`src/rtl/core/dtf_pkg.sv`:
```
// Shared constants, types and helpers for the deduplicating triple queue.
package dtf_pkg;

    localparam int QUEUE_DEPTH = 16;

    localparam int PTR_W      = (QUEUE_DEPTH > 1) ? $clog2(QUEUE_DEPTH) : 1;
    localparam int CNT_W      = $clog2(QUEUE_DEPTH + 1);
    localparam int FIELD_W    = 16;
    localparam int KEY_W      = 3 * FIELD_W;
    localparam int OP_W       = 2;
    localparam int STATUS_W   = 2;
    localparam int OCC_W      = 5;
    localparam int IN_TDATA_W = ((KEY_W + 7) / 8) * 8;
    localparam int OUT_BITS   = KEY_W + OCC_W;
    localparam int OUT_TDATA_W = ((OUT_BITS + 7) / 8) * 8;
    localparam int OUT_PAD_W  = OUT_TDATA_W - OUT_BITS;

    // Operation codes carried in the input tuser
    localparam logic [OP_W-1:0] OP_ENQUEUE = 2'd0;
    localparam logic [OP_W-1:0] OP_DEQUEUE = 2'd1;
    localparam logic [OP_W-1:0] OP_CLEAR   = 2'd2;

    // Status codes carried in the output tuser
    localparam logic [STATUS_W-1:0] ST_DONE      = 2'd0;
    localparam logic [STATUS_W-1:0] ST_DUPLICATE = 2'd1;
    localparam logic [STATUS_W-1:0] ST_FULL      = 2'd2;
    localparam logic [STATUS_W-1:0] ST_EMPTY     = 2'd3;

    typedef logic [PTR_W-1:0] t_ptr;
    typedef logic [CNT_W-1:0] t_cnt;
    typedef logic [KEY_W-1:0] t_key;

    typedef struct packed {
        logic load;
        logic scan;
        logic commit;
    } t_dp_cmd;

    typedef struct packed {
        logic [OP_W-1:0] op;
        logic            scan_done;
        logic            out_free;
    } t_dp_sts;

    function automatic t_ptr next_ptr(input t_ptr p);
        t_ptr r;
        if (p == PTR_W'(QUEUE_DEPTH - 1)) begin
            r = '0;
        end else begin
            r = p + 1'b1;
        end
        return r;
    endfunction

endpackage

```
`src/rtl/core/dedup_triple_fifo_unit.sv`:
```
// Top level of the deduplicating triple queue: controller plus datapath.
//
//  channel  dir  handshake                    payload
//  s_axis   in   s_axis_tvalid/s_axis_tready  tuser: operation; tdata: triple
//  m_axis   out  m_axis_tvalid/m_axis_tready  tuser: status; tdata: head triple, occupancy
//
// Each operation passes through accept, dispatch and commit; an enqueue adds a scan of
// the entries held, one store read per cycle. The result is registered at commit.
// One operation is in flight at a time; a waiting result holds only the commit,
// not the next transfer. Reset (synchronous, active low) empties the queue;
// stored entries are not cleared.
module dedup_triple_fifo_unit (
    input  logic                                i_clk,
    input  logic                                i_rst_n,
    input  logic                                s_axis_tvalid,
    output logic                                s_axis_tready,
    // [15:0] first_interval, [31:16] second_interval, [47:32] relation_set
    input  logic [dtf_pkg::IN_TDATA_W-1:0]      s_axis_tdata,
    // [1:0] operation
    input  logic [dtf_pkg::OP_W-1:0]            s_axis_tuser,
    output logic                                m_axis_tvalid,
    input  logic                                m_axis_tready,
    // [15:0] head_first, [31:16] head_second, [47:32] head_relations,
    // [52:48] occupancy, rest zero
    output logic [dtf_pkg::OUT_TDATA_W-1:0]     m_axis_tdata,
    // [1:0] status
    output logic [dtf_pkg::STATUS_W-1:0]        m_axis_tuser
);

    dtf_pkg::t_dp_cmd w_cmd;
    dtf_pkg::t_dp_sts w_sts;

    dtf_ctrl u_ctrl (
        .i_clk      (i_clk),
        .i_rst_n    (i_rst_n),
        .i_in_valid (s_axis_tvalid),
        .o_in_ready (s_axis_tready),
        .i_sts      (w_sts),
        .o_cmd      (w_cmd)
    );

    dtf_datapath u_datapath (
        .i_clk       (i_clk),
        .i_rst_n     (i_rst_n),
        .i_cmd       (w_cmd),
        .o_sts       (w_sts),
        .i_op        (s_axis_tuser),
        .i_key       (s_axis_tdata[dtf_pkg::KEY_W-1:0]),
        .o_out_valid (m_axis_tvalid),
        .i_out_ready (m_axis_tready),
        .o_status    (m_axis_tuser),
        .o_out_data  (m_axis_tdata)
    );

endmodule

```
`src/rtl/core/dtf_ctrl.sv`:
```
// Sequencer for the triple queue: accept, dispatch, duplicate scan, commit.
module dtf_ctrl (
    input  logic             i_clk,
    input  logic             i_rst_n,
    input  logic             i_in_valid,
    output logic             o_in_ready,
    input  dtf_pkg::t_dp_sts i_sts,
    output dtf_pkg::t_dp_cmd o_cmd
);

    typedef enum logic [3:0] {
        S_IDLE     = 4'b0001,
        S_DISPATCH = 4'b0010,
        S_SCAN     = 4'b0100,
        S_FINISH   = 4'b1000
    } t_state;

    t_state r_state;
    t_state n_state;

    always_ff @(posedge i_clk) begin
        if (!i_rst_n) begin
            r_state <= S_IDLE;
        end else begin
            r_state <= n_state;
        end
    end

    always_comb begin
        n_state      = r_state;
        o_cmd        = '0;
        o_in_ready   = 1'b0;
        case (r_state)
            S_IDLE: begin
                o_in_ready = 1'b1;
                if (i_in_valid) begin
                    o_cmd.load = 1'b1;
                    n_state    = S_DISPATCH;
                end
            end
            S_DISPATCH: begin
                // head entry is read during this cycle for a dequeue
                if (i_sts.op == dtf_pkg::OP_ENQUEUE) begin
                    n_state = S_SCAN;
                end else begin
                    n_state = S_FINISH;
                end
            end
            S_SCAN: begin
                o_cmd.scan = 1'b1;
                if (i_sts.scan_done) begin
                    n_state = S_FINISH;
                end
            end
            S_FINISH: begin
                if (i_sts.out_free) begin
                    o_cmd.commit = 1'b1;
                    n_state      = S_IDLE;
                end
            end
            default: begin
                n_state = S_IDLE;
            end
        endcase
    end

endmodule

```
`src/rtl/core/dtf_datapath.sv`:
```
// Entry store, queue pointers, duplicate compare and output register.
module dtf_datapath (
    input  logic                             i_clk,
    input  logic                             i_rst_n,
    input  dtf_pkg::t_dp_cmd                 i_cmd,
    output dtf_pkg::t_dp_sts                 o_sts,
    input  logic [dtf_pkg::OP_W-1:0]         i_op,
    input  dtf_pkg::t_key                    i_key,
    output logic                             o_out_valid,
    input  logic                             i_out_ready,
    output logic [dtf_pkg::STATUS_W-1:0]     o_status,
    output logic [dtf_pkg::OUT_TDATA_W-1:0]  o_out_data
);

    dtf_pkg::t_key r_mem [dtf_pkg::QUEUE_DEPTH];

    dtf_pkg::t_ptr r_head;
    dtf_pkg::t_ptr r_tail;
    dtf_pkg::t_cnt r_count;
    dtf_pkg::t_ptr r_scan_ptr;
    dtf_pkg::t_cnt r_scan_left;
    logic          r_rd_valid;
    logic          r_hit;
    logic [dtf_pkg::OP_W-1:0] r_op;
    dtf_pkg::t_key r_key;
    dtf_pkg::t_key r_rd_data;

    logic                          r_out_valid;
    logic [dtf_pkg::STATUS_W-1:0]  r_out_status;
    dtf_pkg::t_key                 r_out_heads;
    logic [dtf_pkg::OCC_W-1:0]     r_out_occ;

    dtf_pkg::t_ptr                 n_head;
    dtf_pkg::t_ptr                 n_tail;
    dtf_pkg::t_cnt                 n_count;
    logic [dtf_pkg::STATUS_W-1:0]  n_status;
    dtf_pkg::t_key                 n_heads;
    logic                          n_wr_en;

    // Result of the committed operation
    always_comb begin
        n_head   = r_head;
        n_tail   = r_tail;
        n_count  = r_count;
        n_status = dtf_pkg::ST_DONE;
        n_heads  = '0;
        n_wr_en  = 1'b0;
        case (r_op)
            dtf_pkg::OP_ENQUEUE: begin
                // duplicate check wins over the full check
                if (r_hit) begin
                    n_status = dtf_pkg::ST_DUPLICATE;
                end else if (r_count == dtf_pkg::CNT_W'(dtf_pkg::QUEUE_DEPTH)) begin
                    n_status = dtf_pkg::ST_FULL;
                end else begin
                    n_wr_en = 1'b1;
                    n_tail  = dtf_pkg::next_ptr(r_tail);
                    n_count = r_count + 1'b1;
                end
            end
            dtf_pkg::OP_DEQUEUE: begin
                if (r_count == '0) begin
                    n_status = dtf_pkg::ST_EMPTY;
                end else begin
                    n_heads = r_rd_data;
                    n_head  = dtf_pkg::next_ptr(r_head);
                    n_count = r_count - 1'b1;
                end
            end
            dtf_pkg::OP_CLEAR: begin
                n_head  = '0;
                n_tail  = '0;
                n_count = '0;
            end
            default: begin
                n_status = dtf_pkg::ST_DONE;
            end
        endcase
    end

    always_ff @(posedge i_clk) begin
        if (i_cmd.commit && n_wr_en) begin
            r_mem[r_tail] <= r_key;
        end
        r_rd_data <= r_mem[r_scan_ptr];
    end

    always_ff @(posedge i_clk) begin
        if (i_cmd.load) begin
            r_key <= i_key;
        end
        if (i_cmd.commit) begin
            r_out_status <= n_status;
            r_out_heads  <= n_heads;
            r_out_occ    <= dtf_pkg::OCC_W'(n_count);
        end
    end

    always_ff @(posedge i_clk) begin
        if (!i_rst_n) begin
            r_head      <= '0;
            r_tail      <= '0;
            r_count     <= '0;
            r_scan_ptr  <= '0;
            r_scan_left <= '0;
            r_rd_valid  <= 1'b0;
            r_hit       <= 1'b0;
            r_op        <= dtf_pkg::OP_ENQUEUE;
            r_out_valid <= 1'b0;
        end else begin
            if (i_cmd.load) begin
                r_op        <= i_op;
                r_scan_ptr  <= r_head;
                r_scan_left <= r_count;
                r_rd_valid  <= 1'b0;
                r_hit       <= 1'b0;
            end
            if (i_cmd.scan) begin
                // one read issued, one compare retired per cycle
                if (r_scan_left != '0) begin
                    r_scan_ptr  <= dtf_pkg::next_ptr(r_scan_ptr);
                    r_scan_left <= r_scan_left - 1'b1;
                    r_rd_valid  <= 1'b1;
                end else begin
                    r_rd_valid  <= 1'b0;
                end
                if (r_rd_valid && (r_rd_data == r_key)) begin
                    r_hit <= 1'b1;
                end
            end
            if (i_cmd.commit) begin
                r_head      <= n_head;
                r_tail      <= n_tail;
                r_count     <= n_count;
                r_out_valid <= 1'b1;
            end else if (i_out_ready) begin
                r_out_valid <= 1'b0;
            end
        end
    end

    assign o_sts.op        = r_op;
    assign o_sts.scan_done = (r_scan_left == '0) && !r_rd_valid;
    assign o_sts.out_free  = !r_out_valid || i_out_ready;

    assign o_out_valid = r_out_valid;
    assign o_status    = r_out_status;
    assign o_out_data  = {{dtf_pkg::OUT_PAD_W{1'b0}}, r_out_occ, r_out_heads};

endmodule
```
`config.mk`:
```
export PLATFORM = sky130hd
export DESIGN_NAME = dedup_triple_fifo_unit
export DESIGN_NICKNAME = d
export VERILOG_FILES = /design/src/rtl/core/dtf_pkg.sv /design/src/rtl/core/dedup_triple_fifo_unit.sv /design/src/rtl/core/dtf_ctrl.sv /design/src/rtl/core/dtf_datapath.sv
export SDC_FILE = /design/constraint.sdc
export NUM_CORES = 1
export LEC_CHECK = 0
export BUFFER_PORTS_ARGS = -buffer_cell sky130_fd_sc_hd__buf_4
export CAP_MARGIN = 20
export CORE_AREA = 2 2 349 351
export DETAILED_ROUTE_END_ITERATION = 8
export DIE_AREA = 0 0 351 353
export SLEW_MARGIN = 20
export SYNTH_ARGS = -nofsm -noshare
export SYNTH_HDL_FRONTEND = slang
export SYNTH_SLANG_ARGS = --single-unit
```
`constraint.sdc`:
```
create_clock -name i_clk -period 13.5 [get_ports i_clk]
set_input_delay 4.05 -clock i_clk [delete_from_list [all_inputs] [get_ports i_clk]]
set_output_delay 4.05 -clock i_clk [all_outputs]
set_load 0.05 [all_outputs]
```
-- Yosys cells after proc, flatten, opt, wreduce, memory -nomap -nowiden
Memory sizes are Yosys's and may differ from the RTL's. A register that Yosys moved wholly into a read port is not among the register bits.
Cells that the tools add are included.
- register bits after elaboration: 134
- RAM bits: 768
- bits of input ports: 54
- output and inout bits: 60
- word-level logic and storage cells: 103
- memories kept: 1
- $add $sub $neg: 6
- eq/ne operators: 17
- mux-type cells: 46
- bitwise operators: 1
- reduce and logical (&&, ||, !) cells: 18
- memories (memory ; depth ; bits a word ; rd ports ; clocked after memory_dff ; wr ports ; line ; text):
    u_datapath.r_mem ; 16 ; 48 ; 1 ; 1 ; 1 ; dtf_datapath.sv:15 ; dtf_pkg::t_key r_mem [dtf_pkg::QUEUE_DEPTH];
- operators with widths (cell ; count):
    $mux W4 ; 13
    $eq A48 B48 Y1 ; 1
    $mux W5 ; 6
    $mux W1 ; 19
    $eq A4 B4 Y1 const B ; 4
    $pmux W4 S2 ; 2
    $pmux W4 S4 ; 1
    $pmux W5 S3 ; 1
    $add A4 B1 Y4 const B ; 3
    $logic_not A5 Y1 ; 2
    $sub A5 B1 Y5 const B ; 2
    $ne A2 B2 Y1 const B ; 4
    $reduce_bool A2 Y1 ; 4
    $mux W2 ; 3
    $reduce_and A3 Y1 ; 2
    $add A5 B1 Y5 const B ; 1
    $eq A5 B5 Y1 const B ; 1
    $reduce_bool A5 Y1 ; 1
    $eq A4 B1 Y1 const B ; 1
    $eq A4 B2 Y1 const B ; 1
    $eq A4 B3 Y1 const B ; 1
    $ne A2 B1 Y1 const B ; 2
    $pmux W2 S2 ; 1
    $reduce_and A4 Y1 ; 1
    8 further kinds ; 11

-- Logic depth before layout (Yosys ltp)
- depth in word-level cells: 7
- gate-level depth with buffers: 8
- gate-level depth less buffers: 7

-- Hierarchy
A second synthesis with hierarchy kept.
- cell total of the unflattened synthesis: 1616
- area, all modules: 36143.4 um^2
- modules (own cells, without submodules) (module ; times used ; cells an instance ; area each (um^2) ; sequential area each (um^2)):
    dtf_datapath ; 1 ; 1586 ; 35879.4 ; 27656.5
    dtf_ctrl ; 1 ; 30 ; 264.0 ; 80.1

-- Least setup slack after synthesis
No wires, ideal clock.
- path type: in2reg
- start point: input m_axis_tready
- end point: memory u_datapath.r_mem[0][0] (netlist name) (enable)
- setup time: 513 ps
- data arrival time: 7972 ps
- path slack: 5015 ps
- stages on the path: 6
- cells stage by stage: nor2b_1 nor2b_1 buf_4 and3_1 nand2_1 nor3_1
- cells in the longest elaborated chain, start to end: 6
- ends and longest elaborated chain (element ; line ; text):
    from (decl) ; dedup_triple_fifo_unit.sv:22 ; input logic m_axis_tready,
    $logic_or A1 B1 Y1 ; dtf_datapath.sv:144 ; assign o_sts.out_free = !r_out_valid || i_out_ready;
    $mux W1 ; dtf_ctrl.sv:56 ; if (i_sts.out_free) begin
    $mux W1 ; dtf_ctrl.sv:33 ; case (r_state)
    $logic_and A1 B1 Y1 ; dtf_datapath.sv:82 ; if (i_cmd.commit && n_wr_en) begin
    $mux W1 ; dtf_datapath.sv:82 ;
    $mux W1 (not written as such) ; dtf_datapath.sv:83 ; r_mem[r_tail] <= r_key;
    to (decl) ; dtf_datapath.sv:15 ;
Every way passes these cells.

-- Final worst setup path
- start point: input m_axis_tready
- end point: memory u_datapath.r_mem[7][46] (netlist name) (enable)
Same word-level chain as after synthesis.

==> impl_metrics.tcl <==
set metrics [dict create \
    overflow 0 \
    hpwl_um 46100 \
    critPathMaxStageDelay_ns 0.66 \
    worst-path-stages 7 \
    r2r_cells 8 \
    post_cts_buffers 0 \
    synth_cell_types 66 \
    cts_max_path_buffers 3 \
    post-place-ws_ns 6.45 \
    hp-start "u_datapath.r_scan_left[1]" \
    status "completed" \
    synthCells 1606 \
    placed_cell_area_um2 38600 \
    power_density_nw_per_um2 147 \
    final_cells 3478 \
    required_ns 13.77 \
    insertion_delay_ns 0.68 \
    fin_area_um2 41800 \
    avgSynthCellArea_um2 22.2 \
    r2r_start "u_datapath.r_count[0]" \
    hold_violations 0 \
    worst_slack_ns 7.42 \
    crit_buf_inv 2 \
    numCtsBuffers 96 \
    via_per_inst 4.71 \
    grt_usage 0.128 \
    slowest_stage "nor2_4" \
    wl_um 79300 \
    path_common_cell "buf_4" \
    rrSetupSlack_ns 9.88 \
    cp-end-kind "flop" \
    drt_iter0_markers 1486 \
    drcViolationCount 0 \
    drv_cap 0 \
    area_delta_synth_final_pct 17.1 \
    path_class "in2reg" \
    drv_slew 0 \
    die-width_um 351 \
    drive_above_1_share 0.307 \
    first_pass_iters 5 \
    nNetsFinal 1835 \
    vias 16400 \
    hp-class "reg2reg" \
    num_rows 128 \
    cp_cell_sequence "buf_4, nor2b_1, nor2b_4, and3_1, nand2_1, nor2_4, buf_4" \
    port_buffers 110 \
    cp_max_fo 33 \
    r2r-end "u_datapath.r_mem[7][46]" \
    wl_per_cell_um 22.8 \
    crit_family "simple AND/OR/NAND/NOR gates" \
    slew_headroom 0.327 \
    fmax_ghz 0.165 \
    clkSinkCount 950 \
    period_minus_slack_ns 6.08 \
    finalCritPeriodShare 0.450 \
    yosysWarnings 0 \
    ant_nets 0 \
    syn_area_um2 35700 \
    io_pins 114 \
    clk_pin_slew_ns 0.06 \
    htree_levels 3 \
    rsz0062_at_grt "no" \
    synth_top_area_frac 0.732 \
    tightest_slew_ns 1.01 \
    fill_cells 11000 \
    synth_top_cell_by_area "edfxtp_1" \
    tns_ns 0 \
    synth_edf_count 871 \
    synth-seq-area-share 0.776 \
    crit_path_start_kind "input pin" \
    setup_viol 0 \
    hold_depth 2 \
    insertedDiodeCount 0 \
    total_leakage_power_nw 12.9 \
    cts_tree "built" \
    cts_root_buffer "clkbuf_16" \
    worstHoldEndpoint "u_datapath.r_scan_left[1]" \
    place_inst 3299 \
    fin_hold_ws_ns 0.500 \
    cts-resized-gates 0 \
    initial_core_util 0.296 \
    antenna_found_initial 3 \
    ir_drop_mv 0.101 \
    gp_congestion 0.754 \
    grt_max_degree 64 \
    arrival_ns 6.35 \
    synth_flop_cell "edfxtp_1" \
    async_flop_share 0 \
    die-area_um2 124000 \
    grt_pass1_wl_um 116000 \
    dieHeight_um 353 \
    synth.area.top_cells "edfxtp_1 (73%), mux4_2 (15%), dfxtp_1 (4.4%), and2_1 (0.81%), xnor2_1 (0.74%)" \
    first_global_vias 17100 \
    cts_hold_buf 0 \
    clock_skew_ns 0.0470 \
    core-area_um2 121000 \
    ys_seq_elements 950 \
]
-- synthesized netlist by cell type (all sizes together) (4+ instances only) --
cell	instances
a21boi	5
a21oi	14
a31oi	4
and2	46
buf	45
clkbuf	35
dfxtp	79
edfxtp	871
ha	9
inv	20
mux4	240
nand2	33
nand2b	7
nand3	12
nand4	9
nor2	26
nor2b	11
nor3	11
nor4	7
nor4b	5
o21ai	18
or3	4
xnor2	30
xor2	15
-- registers in the layout, indices dropped and copies added (netlist names) --
| register | flops |
|---|---|
| u_datapath.r_op | 2 |
| u_datapath.r_tail | 4 |
| u_ctrl.r_state | 4 |
| u_datapath.r_scan_left | 5 |
| u_datapath.r_count | 5 |
| u_datapath.r_rd_valid | 1 |
| u_datapath.r_out_heads | 48 |
| u_datapath.r_scan_ptr | 4 |
| u_datapath.r_rd_data | 48 |
| u_datapath.r_hit | 1 |
| u_datapath.r_out_occ | 5 |
| u_datapath.r_head | 4 |
| u_datapath.o_status | 2 |
| u_datapath.o_out_valid | 1 |
| u_datapath.r_key | 48 |
| u_datapath.r_mem | 768 |
-- how the worst max path moves through the flow --
stage                                         end           from  slack [ns]
final                     u_datapath.r_mem[7][46]  m_axis_tready        7.42
after floorplan            u_datapath.r_mem[0][0]  m_axis_tready        5.02
after global placement    u_datapath.r_mem[0][10]  m_axis_tready        6.51
after global routing       u_datapath.r_mem[3][0]  m_axis_tready        7.33
after CTS                  u_datapath.r_mem[3][0]  m_axis_tready        7.16
after detailed placement  u_datapath.r_mem[3][10]  m_axis_tready        6.45
-- cell families (layout without fill, tap and decap cells) --
logic type,Yosys count,after routing,share of synthesized area
compound gates,72,72,0.0141
xor+xnor,45,45,0.0110
fa+ha+maj,9,9,0.00315
buf+inv,100,345,0.0132
flops,950,950,0.776
mux,244,244,0.152
other cells,1,3,0.000105
simple gates,185,185,0.0296
-- cells in the final DEF, fill, tap and decap left out, types with 10 or more instances in the layout --
| master | synthesis | final |
|---|---|---|
| edfxtp_1 | 871 | 871 |
| inv_1 | 19 | 19 |
| mux4_2 | 240 | 240 |
| o21ai_0 | 15 | 15 |
| clkbuf_1 | 35 | 25 |
| nor2_1 | 26 | 13 |
| nor2b_1 | 11 | 10 |
| clkinv_2 | 0 | 19 |
| xor2_1 | 15 | 15 |
| xnor2_1 | 30 | 30 |
| dfxtp_1 | 79 | 75 |
| and2_1 | 46 | 46 |
| nand2_1 | 33 | 33 |
| nand3_1 | 12 | 12 |
| buf_4 | 12 | 145 |
| clkbuf_16 | 0 | 96 |
| clkbuf_8 | 0 | 11 |
| a21oi_1 | 14 | 14 |
| nor2_4 | 0 | 13 |
-- cell type report --
type / count / area, µm² / share of cell area
Multi-Input combinational cell: 558 / 7680 / 0.184
Tap cell: 1625 / 2030 / 0.0486
Timing Repair Buffer: 146 / 1100 / 0.0263
Inverter: 20 / 76.3 / 0.00182
Clock inverter: 47 / 541 / 0.0129
Clock buffer: 132 / 2650 / 0.0633
Sequential cell: 950 / 27700 / 0.663
-- power breakdown --
| part | switching (W) | total, W | internal, W |
|---|---|---|---|
| Sequential | 0.0000966 | 0.00340 | 0.00331 |
| Clock | 0.00113 | 0.00264 | 0.00151 |
| Combinational | 0.0000867 | 0.000125 | 0.0000385 |
| Total | 0.00132 | 0.00617 | 0.00485 |
-- per-stage QoR --
step	total power, W	util
floorplan	0.00348	-
global placement	0.00358	0.320
CTS	0.00624	0.347
finish	0.00617	0.347
global route	0.00637	0.347
detailed placement	0.00359	0.320
-- tightest hold or removal path, stage by stage (launching register included) --
cell	delay, ns
dfxtp_1	0.32
nand2_1	0.05
a311oi_1	0.08
-- per-layer routing --
layer  track usage  wire [µm]  up-vias
li1              -          -     6987
met1         0.181      35500     8801
met2         0.199      37500      482
met3        0.0253       4520      124
met4        0.0361       1820        2
met5             0          7        -
No activity file was read; power rests on OpenSTA's default activity.
